**src/rtl/tset_pkg.sv**
```systemverilog
`timescale 1ns / 1ps
// Shared types, codes and key helpers for the sorted event table.
package tset_pkg;

	localparam logic [1:0] CMD_INSERT       = 2'd0;
	localparam logic [1:0] CMD_REMOVE_DATE  = 2'd1;
	localparam logic [1:0] CMD_REMOVE_EXACT = 2'd2;
	localparam logic [1:0] CMD_LIST         = 2'd3;

	localparam logic [1:0] STAT_DONE     = 2'd0;
	localparam logic [1:0] STAT_FULL     = 2'd1;
	localparam logic [1:0] STAT_NOTFOUND = 2'd2;
	localparam logic [1:0] STAT_LISTED   = 2'd3;

	localparam int RESULT_LIMIT = 16;
	localparam int LIST_W       = $clog2(RESULT_LIMIT + 1);
	localparam int COUNT_W      = 7;
	localparam int DATE_W       = 23;
	localparam int KEY_W        = 34;

	typedef enum logic {ST_IDLE, ST_RUN} state_t;

	typedef struct packed {
		logic [1:0]  command;
		logic [13:0] year;
		logic [3:0]  month;
		logic [4:0]  day;
		logic [4:0]  start_hour;
		logic [5:0]  start_minute;
		logic [4:0]  end_hour;
		logic [5:0]  end_minute;
		logic [15:0] record_handle;
	} req_t;

	typedef struct packed {
		logic [1:0]  status;
		logic [6:0]  count;
		logic [13:0] out_year;
		logic [3:0]  out_month;
		logic [4:0]  out_day;
		logic [4:0]  out_start_hour;
		logic [5:0]  out_start_minute;
		logic [4:0]  out_end_hour;
		logic [5:0]  out_end_minute;
		logic [15:0] out_handle;
		logic        last;
	} rsp_t;

	typedef struct packed {
		logic [13:0] year;
		logic [3:0]  month;
		logic [4:0]  day;
		logic [4:0]  start_hour;
		logic [5:0]  start_minute;
		logic [4:0]  end_hour;
		logic [5:0]  end_minute;
		logic [15:0] handle;
	} entry_t;

	// shift: every cell takes its right neighbor; wr: append wdata at the first empty cell
	typedef struct packed {
		logic   shift;
		logic   wr;
		entry_t wdata;
	} chain_ctl_t;

	function automatic logic [DATE_W-1:0] date_of(entry_t e);
		return {e.year, e.month, e.day};
	endfunction

	function automatic logic [KEY_W-1:0] key_of(entry_t e);
		return {e.year, e.month, e.day, e.start_hour, e.start_minute};
	endfunction

	function automatic entry_t entry_of(req_t r);
		entry_t e;
		e.year         = r.year;
		e.month        = r.month;
		e.day          = r.day;
		e.start_hour   = r.start_hour;
		e.start_minute = r.start_minute;
		e.end_hour     = r.end_hour;
		e.end_minute   = r.end_minute;
		e.handle       = r.record_handle;
		return e;
	endfunction

	function automatic rsp_t plain_rsp(logic [1:0] status, logic [COUNT_W-1:0] count);
		rsp_t r;
		r        = '0;
		r.status = status;
		r.count  = count;
		r.last   = 1'b1;
		return r;
	endfunction

	function automatic rsp_t listed_rsp(entry_t e, logic [COUNT_W-1:0] count, logic last);
		rsp_t r;
		r.status           = STAT_LISTED;
		r.count            = count;
		r.out_year         = e.year;
		r.out_month        = e.month;
		r.out_day          = e.day;
		r.out_start_hour   = e.start_hour;
		r.out_start_minute = e.start_minute;
		r.out_end_hour     = e.end_hour;
		r.out_end_minute   = e.end_minute;
		r.out_handle       = e.handle;
		r.last             = last;
		return r;
	endfunction

endpackage

```
**src/rtl/tset_cell.sv**
```systemverilog
`timescale 1ns / 1ps
// One table slot: entry register and valid flag, shifting toward the head.
module tset_cell import tset_pkg::*; (
	input  logic       clk,
	input  logic       arst_n,
	input  chain_ctl_t ctl,
	input  logic       left_valid,
	input  logic       right_valid,
	input  entry_t     right_entry,
	output logic       valid,
	output entry_t     entry
);

	logic   valid_q;
	entry_t entry_q;
	logic   cur_after;
	logic   prev_ok;
	logic   hit;

	// valid cells always form a prefix, so the first empty slot is found locally
	assign cur_after = ctl.shift ? right_valid : valid_q;
	assign prev_ok   = ctl.shift ? valid_q : left_valid;
	assign hit       = ctl.wr & ~cur_after & prev_ok;

	always_ff @(posedge clk or negedge arst_n) begin
		if (!arst_n) begin
			valid_q <= 1'b0;
		end else begin
			valid_q <= cur_after | hit;
		end
	end

	always_ff @(posedge clk) begin
		if (hit) begin
			entry_q <= ctl.wdata;
		end else if (ctl.shift) begin
			entry_q <= right_entry;
		end
	end

	assign valid = valid_q;
	assign entry = entry_q;

endmodule

```
**src/rtl/tset_ctrl.sv**
```systemverilog
`timescale 1ns / 1ps
// Command sequencer: walks the head of the cell chain and builds results.
module tset_ctrl import tset_pkg::*; #(
	parameter int CAPACITY = 16,
	parameter int CW       = $clog2(CAPACITY + 1)
) (
	input  logic          clk,
	input  logic          arst_n,
	input  logic          req_valid,
	output logic          req_ready,
	input  req_t          req,
	output logic          rsp_valid,
	input  logic          rsp_ready,
	output rsp_t          rsp,
	input  entry_t        head,
	output chain_ctl_t    ctl,
	output logic [CW-1:0] stored
);

	state_t              state_q, state_d;
	req_t                req_q;
	logic [CW-1:0]       n_q, rem_q, removed_q, n_next;
	logic [LIST_W-1:0]   k_q;
	logic                placed_q, found_q, pend_valid_q;
	entry_t              pend_q;
	logic                rsp_valid_q;
	rsp_t                rsp_q;

	entry_t              req_entry;
	logic                date_eq, key_eq, new_lt;
	logic                at_end, finish, list_take, need_push, out_free, go;
	logic                push;
	rsp_t                push_data, final_rsp;

	assign req_entry = entry_of(req_q);
	assign date_eq   = date_of(head) == date_of(req_entry);
	assign key_eq    = key_of(head) == key_of(req_entry);
	assign new_lt    = key_of(req_entry) < key_of(head);
	assign at_end    = rem_q == '0;
	assign finish    = at_end & (placed_q | (req_q.command != CMD_INSERT));
	assign list_take = (req_q.command == CMD_LIST) & date_eq & ~at_end
	                 & (k_q < LIST_W'(RESULT_LIMIT));
	assign need_push = finish | (list_take & pend_valid_q);
	assign out_free  = ~rsp_valid_q | rsp_ready;
	assign go        = (state_q == ST_RUN) & (~need_push | out_free);

	always_comb begin
		n_next    = n_q;
		final_rsp = plain_rsp(STAT_DONE, COUNT_W'(n_q));
		case (req_q.command)
			CMD_INSERT: begin
				if (n_q == CW'(CAPACITY)) begin
					final_rsp = plain_rsp(STAT_FULL, COUNT_W'(n_q));
				end else begin
					n_next    = n_q + CW'(1);
					final_rsp = plain_rsp(STAT_DONE, COUNT_W'(n_next));
				end
			end
			CMD_REMOVE_DATE: begin
				n_next    = n_q - removed_q;
				final_rsp = plain_rsp(STAT_DONE, COUNT_W'(removed_q));
			end
			CMD_REMOVE_EXACT: begin
				if (found_q) begin
					n_next    = n_q - CW'(1);
					final_rsp = plain_rsp(STAT_DONE, COUNT_W'(n_next));
				end else begin
					final_rsp = plain_rsp(STAT_NOTFOUND, COUNT_W'(n_q));
				end
			end
			default: begin
				if (pend_valid_q) begin
					final_rsp = listed_rsp(pend_q, COUNT_W'(n_q), 1'b1);
				end else begin
					final_rsp = plain_rsp(STAT_NOTFOUND, COUNT_W'(n_q));
				end
			end
		endcase
	end

	always_ff @(posedge clk or negedge arst_n) begin
		if (!arst_n) begin
			state_q <= ST_IDLE;
		end else begin
			state_q <= state_d;
		end
	end

	always_comb begin
		state_d   = state_q;
		ctl.shift = 1'b0;
		ctl.wr    = 1'b0;
		ctl.wdata = head;
		push      = 1'b0;
		push_data = final_rsp;
		req_ready = state_q == ST_IDLE;
		case (state_q)
			ST_IDLE: begin
				if (req_valid) begin
					state_d = ST_RUN;
				end
			end
			ST_RUN: begin
				if (go && finish) begin
					push    = 1'b1;
					state_d = ST_IDLE;
				end else if (go) begin
					case (req_q.command)
						CMD_INSERT: begin
							ctl.wr = 1'b1;
							if (!placed_q && (at_end || new_lt)) begin
								ctl.wdata = req_entry;
							end else begin
								ctl.shift = 1'b1;
							end
						end
						CMD_REMOVE_DATE: begin
							ctl.shift = 1'b1;
							ctl.wr    = ~date_eq;
						end
						CMD_REMOVE_EXACT: begin
							ctl.shift = 1'b1;
							ctl.wr    = ~(key_eq & ~found_q);
						end
						default: begin
							ctl.shift = 1'b1;
							ctl.wr    = 1'b1;
							if (list_take && pend_valid_q) begin
								push      = 1'b1;
								push_data = listed_rsp(pend_q, COUNT_W'(n_q), 1'b0);
							end
						end
					endcase
				end
			end
			default: begin
				state_d = ST_IDLE;
			end
		endcase
	end

	always_ff @(posedge clk or negedge arst_n) begin
		if (!arst_n) begin
			n_q          <= '0;
			rem_q        <= '0;
			removed_q    <= '0;
			k_q          <= '0;
			placed_q     <= 1'b0;
			found_q      <= 1'b0;
			pend_valid_q <= 1'b0;
			rsp_valid_q  <= 1'b0;
		end else begin
			if (req_valid && req_ready) begin
				rem_q        <= n_q;
				removed_q    <= '0;
				k_q          <= '0;
				placed_q     <= (req.command == CMD_INSERT) && (n_q == CW'(CAPACITY));
				found_q      <= 1'b0;
				pend_valid_q <= 1'b0;
			end else if (go && finish) begin
				n_q <= n_next;
			end else if (go) begin
				if (ctl.shift) begin
					rem_q <= rem_q - CW'(1);
				end
				if (req_q.command == CMD_INSERT && !ctl.shift) begin
					placed_q <= 1'b1;
				end
				if (req_q.command == CMD_REMOVE_DATE && date_eq) begin
					removed_q <= removed_q + CW'(1);
				end
				if (req_q.command == CMD_REMOVE_EXACT && key_eq) begin
					found_q <= 1'b1;
				end
				if (list_take) begin
					k_q          <= k_q + LIST_W'(1);
					pend_valid_q <= 1'b1;
				end
			end
			if (push) begin
				rsp_valid_q <= 1'b1;
			end else if (rsp_ready) begin
				rsp_valid_q <= 1'b0;
			end
		end
	end

	always_ff @(posedge clk) begin
		if (req_valid && req_ready) begin
			req_q <= req;
		end
		if (go && !finish && list_take) begin
			pend_q <= head;
		end
		if (push) begin
			rsp_q <= push_data;
		end
	end

	assign rsp_valid = rsp_valid_q;
	assign rsp       = rsp_q;
	assign stored    = n_q;

endmodule

```
**src/rtl/timestamp_sorted_event_table.sv**
```systemverilog
`timescale 1ns / 1ps
// Top level of the sorted event table: cell chain plus command sequencer.
//
//   channel | direction | handshake            | payload
//   req     | in        | req_valid/req_ready  | req_t, one command
//   rsp     | out       | rsp_valid/rsp_ready  | rsp_t, one result, last marks the end
//
// One command at a time. With n entries stored, a command rotates the chain
// once through the head comparator and then emits its final result; an insert
// that places an entry also spends a step writing it in; one step per cycle.
// A step that emits a transaction waits while the output register holds one
// that is not taken in that cycle.
// Reset empties the table at once through the per-cell valid flags.
module timestamp_sorted_event_table import tset_pkg::*; #(
	parameter int CAPACITY = 16
) (
	input  logic clk,
	input  logic arst_n,
	input  logic req_valid,
	output logic req_ready,
	input  req_t req,
	output logic rsp_valid,
	input  logic rsp_ready,
	output rsp_t rsp
);

	localparam int CW = $clog2(CAPACITY + 1);

	chain_ctl_t          ctl;
	logic [CAPACITY-1:0] valid_vec;
	entry_t              entries [CAPACITY];
	logic [CW-1:0]       stored;

	tset_ctrl #(
		.CAPACITY (CAPACITY),
		.CW       (CW)
	) u_ctrl (
		.clk       (clk),
		.arst_n    (arst_n),
		.req_valid (req_valid),
		.req_ready (req_ready),
		.req       (req),
		.rsp_valid (rsp_valid),
		.rsp_ready (rsp_ready),
		.rsp       (rsp),
		.head      (entries[0]),
		.ctl       (ctl),
		.stored    (stored)
	);

	for (genvar i = 0; i < CAPACITY; i++) begin : g_cell
		logic   left_v;
		logic   right_v;
		entry_t right_e;
		if (i == 0) begin : g_first
			assign left_v = 1'b1;
		end else begin : g_mid
			assign left_v = valid_vec[i-1];
		end
		if (i == CAPACITY - 1) begin : g_tail
			assign right_v = 1'b0;
			assign right_e = '0;
		end else begin : g_body
			assign right_v = valid_vec[i+1];
			assign right_e = entries[i+1];
		end
		tset_cell u_cell (
			.clk         (clk),
			.arst_n      (arst_n),
			.ctl         (ctl),
			.left_valid  (left_v),
			.right_valid (right_v),
			.right_entry (right_e),
			.valid       (valid_vec[i]),
			.entry       (entries[i])
		);
	end

	a_valid_prefix: assert property (@(posedge clk) disable iff (!arst_n)
		(valid_vec & (valid_vec + CAPACITY'(1))) == '0)
		else $error("occupied cells are not contiguous from the head");

	a_count_match: assert property (@(posedge clk) disable iff (!arst_n)
		req_ready |-> ($countones(valid_vec) == int'(stored)))
		else $error("stored count disagrees with occupied cells");

	a_plain_last: assert property (@(posedge clk) disable iff (!arst_n)
		rsp_valid && (rsp.status != STAT_LISTED) |-> rsp.last)
		else $error("non-listed transaction without last");

endmodule
```
**config.mk**
```make
export PLATFORM = sky130hd
export DESIGN_NAME = timestamp_sorted_event_table
export DESIGN_NICKNAME = d
export VERILOG_FILES = /design/src/rtl/tset_pkg.sv /design/src/rtl/tset_cell.sv /design/src/rtl/tset_ctrl.sv /design/src/rtl/timestamp_sorted_event_table.sv
export SDC_FILE = /design/constraint.sdc
export NUM_CORES = 1
export LEC_CHECK = 0
export ABC_AREA = 0
export BUFFER_PORTS_ARGS = -buffer_cell sky130_fd_sc_hd__clkbuf_2
export CORE_MARGIN = 2
export CORE_UTILIZATION = 40
export CTS_CLUSTER_DIAMETER = 50
export DETAILED_ROUTE_END_ITERATION = 7
export PLACE_DENSITY = 0.61
export SETUP_SLACK_MARGIN = 0.4
export SYNTH_ARGS = -nofsm -noshare
export SYNTH_HDL_FRONTEND = slang
export SYNTH_SLANG_ARGS = --single-unit
```
**constraint.sdc**
```tcl
create_clock -name clk -period 12 [get_ports clk]
set_input_delay 0.6 -clock clk [delete_from_list [all_inputs] [get_ports clk]]
set_output_delay 0.6 -clock clk [all_outputs]
set_load 0.03 [all_outputs]
```
== Word level (Yosys, flattened, before mapping) ==
Index checks and enable logic that the tools add are counted.
Storage, ports and cells
  bits of input ports: 67
  bits in writable memories: 0
  register bits: 1212
  ROM bits: 0
  latch bits: 0
  memories kept: 0
Operators by class
  shift-type cells: 0
  order comparisons: 2
  mux-type cells: 102
  bitwise gates (word level): 83
  equal/unequal tests: 9
  $mul: 0
  reductions and logical operators: 49
  add/subtract/negate cells: 6
  div/mod/pow operators: 0
Operator list (count)
  61-bit two-way mux: 34
  71-bit two-way mux: 6
  71-bit one-hot mux with 3 select lines: 1
  63-bit two-way mux: 3
  70-bit two-way mux: 2
  5-bit two-way mux: 14
  2-bit nonzero test: 24
  1-bit bitwise AND: 39
  1-bit two-way mux: 39
  34-bit == test: 1
  34-bit < comparator: 1
  1-bit NOT: 24
  23-bit == test: 1
  1-bit OR: 20
  5-bit by 1-bit adder with 5-bit output, second input constant: 3
  5-bit one-hot mux with 3 select lines: 1
  3-bit AND reduction: 5
  1-bit logical AND: 10
  5-bit by 1-bit subtractor with 5-bit output, second input constant: 2
  2-bit one-hot mux with 3 select lines: 1
  5-bit == test, second input constant: 1
  5-bit logical NOT: 1
  5-bit < comparator, second input constant: 1
  5-bit AND reduction: 1
  other kinds (11): 16

== Longest topological paths before layout ==
  depth after elaboration: 18
  mapped depth: 14
  mapped depth without buffers: 10

== Hierarchy ==
Synthesis repeated with hierarchy kept, for this count alone.
Unflattened totals
  cells, all modules: 2864
  area total of the unflattened synthesis: 54707.5 µm²
By module, submodules not included
  tset_cell: times used 16, sequential area each 1856.8 µm², area each 2787.7 µm², cells an instance 135
  tset_ctrl: times used 1, sequential area each 6421.2 µm², area each 10097.2 µm², cells an instance 702
  timestamp_sorted_event_table: times used 1, sequential area each 0.0 µm², area each 7.5 µm², cells an instance 2

== Worst setup path after synthesis ==
OpenSTA, ideal clock, no wires.
  path kind: flip-flop to flip-flop
  start point: register u_ctrl.req_q (netlist bit u_ctrl.req_entry[55])
  end point: register u_ctrl.rsp_q (netlist bit u_ctrl.rsp[0]), enable pin
  path buffers: 0
  library setup time: 499 ps
  cell stages (with the launch flop): 7
  data required time: 11501 ps
  arrival time: 4572 ps
  slack: 6930 ps
  clock period less this slack: 5070 ps
  path through: edfxtp_1 ha_1 nand4_1 nor4_1 nand3_1 o21a_1 nor2_1
Between the ends
  longest elaborated chain between the ends: 12
  elaborated cells on any way between the ends: 16
  classes of those cells: eq/ne (1); mux (5); bitwise (8); reduce/logical (2)
Ends and longest elaborated chain
  start, declared: line tset_ctrl.sv:21  | req_t req_q;
  start signal, assigned: line tset_ctrl.sv:190  | req_q <= req;
  23-bit == test (*): line tset_ctrl.sv:36  | assign date_eq = date_of(head) == date_of(req_entry);
  1-bit bitwise AND (*) (2 in a row): line tset_ctrl.sv:41  | assign list_take = (req_q.command == CMD_LIST) & date_eq & ~at_end
  1-bit bitwise AND (*): line tset_ctrl.sv:42  | & (k_q < LIST_W'(RESULT_LIMIT));
  1-bit bitwise AND: line tset_ctrl.sv:43  | assign need_push = finish | (list_take & pend_valid_q);
  1-bit OR: line tset_ctrl.sv:43
  1-bit NOT: line tset_ctrl.sv:45  | assign go = (state_q == ST_RUN) & (~need_push | out_free);
  1-bit OR: line tset_ctrl.sv:45
  1-bit bitwise AND: line tset_ctrl.sv:45
  1-bit two-way mux or 1-bit logical AND (tied branches): line tset_ctrl.sv:107, tset_ctrl.sv:104
  1-bit two-way mux (*): line tset_ctrl.sv:104  | if (go && finish) begin
  1-bit two-way mux (*): line tset_ctrl.sv:97  | case (state_q)
  via u_ctrl.push: line tset_ctrl.sv:32  | logic push;
  end signal, assigned: line tset_ctrl.sv:196  | rsp_q <= push_data;
  end, declared: line tset_ctrl.sv:27  | rsp_t rsp_q;
The timed path passes the listed nets; every way through them passes the cells marked *.
A chain may end at the register's enable or synchronous reset.

== Worst setup path after layout ==
  start point: register g_cell[0].u_cell.entry_q (netlist bit g_cell[0].u_cell.entry[38])
  end point: register g_cell[3].u_cell.entry_q (netlist bit g_cell[3].u_cell.entry[36]), enable pin
Between the ends
  longest elaborated chain between the ends: 17
  elaborated cells on any way between the ends: 28
  classes of those cells: order compare (1); eq/ne (2); mux (7); bitwise (14); reduce/logical (4)
Ends and longest elaborated chain
  start, declared: line tset_cell.sv:15  | entry_t entry_q;
  start signal, assigned: line tset_cell.sv:35  | entry_q <= ctl.wdata;
  start signal, assigned: line tset_cell.sv:37  | entry_q <= right_entry;
  parallel branches: the longest is 10 deep, another holds 34-bit < comparator
  63-bit two-way mux (*): line tset_ctrl.sv:104
  63-bit two-way mux (*): line tset_ctrl.sv:97
  1-bit two-way mux: line tset_cell.sv:21  | assign cur_after = ctl.shift ? right_valid : valid_q;
  1-bit NOT: line tset_cell.sv:23  | assign hit = ctl.wr & ~cur_after & prev_ok;
  1-bit bitwise AND (2 in a row): line tset_cell.sv:23
  2-bit nonzero test (no source line) (*)
  end signal, assigned: line tset_cell.sv:35
  end signal, assigned: line tset_cell.sv:37
  end, declared: line tset_cell.sv:15
Every way passes the cells marked *.

==> results.cfg <==
[layout]
area_delta_synth_final_pct = 14.0
fin_nets = 3264
drive_gt1_frac = 0.402
final_area_sq_mm = 0.0599
final_util = 0.461

[hold_path]
hp-class = in2reg

[cts]
clk_latency_ps = 770
cts_buffers = 137
tritoncts = yes
htree_levels = 4
cts_setup_buffers = 0
cts_root_buffer = clkbuf_16
cts.clk_slew.worst_paths_ps = 60
clockBufferDepth = 3
cts_sinks = 1210

[global_route]
grt_usage = 0.193
grt_overflow = 0
grt_pass1_wl_microns = 195000
antenna_found_initial = 6
grt_pass1_vias = 28000
grt_max_degree = 73

[yosys]
yosysWarnings = 0
synth-seq-cells = 1210
synthArstFlopShare = 0.0339
syn-cell-area_sq_mm = 0.0525
synth_common_cells = edfxtp_1, mux2_2, clkbuf_1
yosys-top-cells-area = edfxtp_1, mux2_2, dfrtp_1
postSynthCellCount = 3007
synth-edff-count = 1169
synth.most_common_cell = edfxtp_1
synth_largest_area_cell = edfxtp_1
synth_top_cell_area_share = 0.668
ys.flop_type = edfxtp_1
yosysSeqAreaShare = 0.688
synth.distinct_cells = 59
syn_avg_cell_area_sq_um = 17.5

[power]
power.share.switching = 0.328
netSwitchingPower_mw = 6.09
power_density_mw_per_mm2 = 310
power_frac_comb = 0.317
clkPwrFrac = 0.227
seq_power_share = 0.456
p_int_mw = 12.5
total_power_mw = 18.6
p_leak_nw = 21.2
ir_worst_vdd_mv = 0.294

[worst_setup_path]
arrival_ps = 6550
crit_required_ps = 12370
path_class = reg2reg
endpoint_kind = flip-flop
cp-start-kind = flip-flop
cp_max_fo = 62

[place]
hpwl_microns = 67100
place_ws_ps = 5890
place_area_sq_mm = 0.0549
gp_congestion = 0.786
port_buffers = 137

[drt]
post_drt_wl_per_cell_microns = 26.0
drc = 0
antenna_left = 0
routed_wl_microns = 130000
vias = 27500
viasPerCell = 5.49
drtIter0Drc = 2699
firstDrtPassIters = 5

[sta]
slew_viol_final = 0
fmax_mhz = 162
clock_skew_ps = 31.4
rsz0062_at_grt = false
timing.final.ws_setup_ps = 5820
hold_viol = 0
setup_violations = 0
period_share = 0.515
slew_headroom = 0.123
min_period_ps = 6180
worst_slew_pin_slew_ps = 1320
tns_ps = 0

[die]
fp.dieW_microns = 366
start_util = 0.404
core_area_sq_mm = 0.130
design.die.area_sq_mm = 0.134
die_h_microns = 366
rows = 132
top_level_ports = 140

[outcome]
status = complete, no violations

[job]
max_cap_violations = 0
-- power by group through the flow --
stage               Clock [mW]  Combinational (mW)  Sequential (mW)
floorplan                    0                4.07             8.29
global placement             0                5.81             8.54
detailed placement           0                5.87             8.52
CTS                       4.30                5.94             8.49
global route              4.45                6.36             8.68
finish                    4.22                5.88             8.48
-- layer usage --
layer,vias up,global-route usage,part of all wire
met2,793,0.287,0.44
li1,12000,-,-
met3,164,0.0286,0.056
met5,-,0,0
met4,0,0.0501,0.018
met1,14500,0.296,0.49
-- cells by family (layout without fill, tap and decap cells) --
family / Yosys count / after routing / synth area share
buf+inv: 282 / 529 / 0.0243
other cells: 1 / 4 / 0.0000714
mux: 1055 / 1055 / 0.227
simple gates: 229 / 229 / 0.0241
xor+xnor: 13 / 13 / 0.00217
fa+ha+maj: 49 / 49 / 0.0118
flops: 1210 / 1210 / 0.688
compound gates: 168 / 168 / 0.0227
-- sequential cells by signal (all words and copies together), names as in the netlist --
name	flops
u_ctrl.stored	5
u_ctrl.rem_q	5
g_cell.u_cell.valid	16
u_ctrl.pend_valid_q	1
u_ctrl.k_q	5
u_ctrl.req_q	2
u_ctrl.rsp	69
u_ctrl.state_q	1
u_ctrl.removed_q	5
g_cell.u_cell.entry	976
u_ctrl.rsp_valid	1
u_ctrl.found_q	1
u_ctrl.req_entry	61
u_ctrl.pend_q	61
u_ctrl.placed_q	1
-- final cells by class --
| class | instances | area, sq um |
|---|---|---|
| Sequential cell | 1210 | 36100 |
| Multi-Input combinational cell | 1516 | 15400 |
| Timing Repair Buffer | 221 | 1440 |
| Fill cell | 11100 | 70100 |
| Clock buffer | 171 | 3630 |
| Tap cell | 1742 | 2180 |
| Antenna cell | 2 | 5.00 |
| Inverter | 62 | 235 |
| Clock inverter | 75 | 852 |
-- metrics by stage --
| stage | hold WS [ps] | std cells |
|---|---|---|
| 2_1_floorplan | 304 | 3008 |
| 3_3_place_gp | 464 | 4700 |
| 3_5_place_dp | 463 | 4700 |
| 4_1_cts | 0.660 | 4997 |
| 5_1_grt | 34.3 | 4997 |
| 6_report | 50.6 | 4999 |
-- worst max-delay path, cell delays in order, from the launching register on --
cell and delay [ps]:
edfxtp_1 380, inv_1 60, ha_1 310, a21oi_1 150, o21ai_0 120, a221oi_1 1100
a31oi_1 260, nor2_1 230, o21a_2 150, buf_4 520, mux2i_4 320, buf_4 930
nand2b_4 1150
-- cell usage in the layout (no fill, tap or decap), types with 10 or more instances in the layout --
| master | instances |
|---|---|
| ha_1 | 47 |
| and3_1 | 71 |
| clkinv_1 | 21 |
| buf_4 | 33 |
| o21ai_0 | 24 |
| clkbuf_16 | 140 |
| clkbuf_1 | 30 |
| a21oi_1 | 27 |
| nand2b_4 | 14 |
| nand2_1 | 37 |
| bufinv_16 | 12 |
| mux2_4 | 13 |
| a211oi_1 | 62 |
| edfxtp_1 | 1169 |
| dfrtp_1 | 40 |
| mux2_1 | 80 |
| nand4_1 | 10 |
| a221o_1 | 12 |
| clkinv_2 | 12 |
| inv_6 | 12 |
| clkbuf_2 | 137 |
| mux2i_4 | 15 |
| mux2i_1 | 62 |
| nand3b_1 | 11 |
| nor2_1 | 27 |
| nand3_1 | 20 |
| mux2_2 | 885 |
| dlygate4sd3_1 | 51 |
| inv_1 | 61 |
-- timing repair --
item / in CTS / in global routing
endpoints found under the hold margin: 91 / 0
hold buffers: 51 / 0
resized for setup: 0 / 0
-- final timing paths --
path                            slack, ps  cells after the start                       start                         end
worst max-delay path                 5820                     12  g_cell[0].u_cell.entry[38]  g_cell[3].u_cell.entry[36]
worst min-delay path                   50                      1                     req[36]        u_ctrl.req_entry[36]
worst max register to register       5820                     12  g_cell[0].u_cell.entry[38]  g_cell[3].u_cell.entry[36]
worst min register to register        480                      0  g_cell[0].u_cell.entry[20]           u_ctrl.pend_q[20]
max in group asynchronous           11130                      3                      arst_n         u_ctrl.removed_q[1]
min in group asynchronous             440                      3                      arst_n            u_ctrl.rsp_valid
Power figures use the tool's default switching activity.
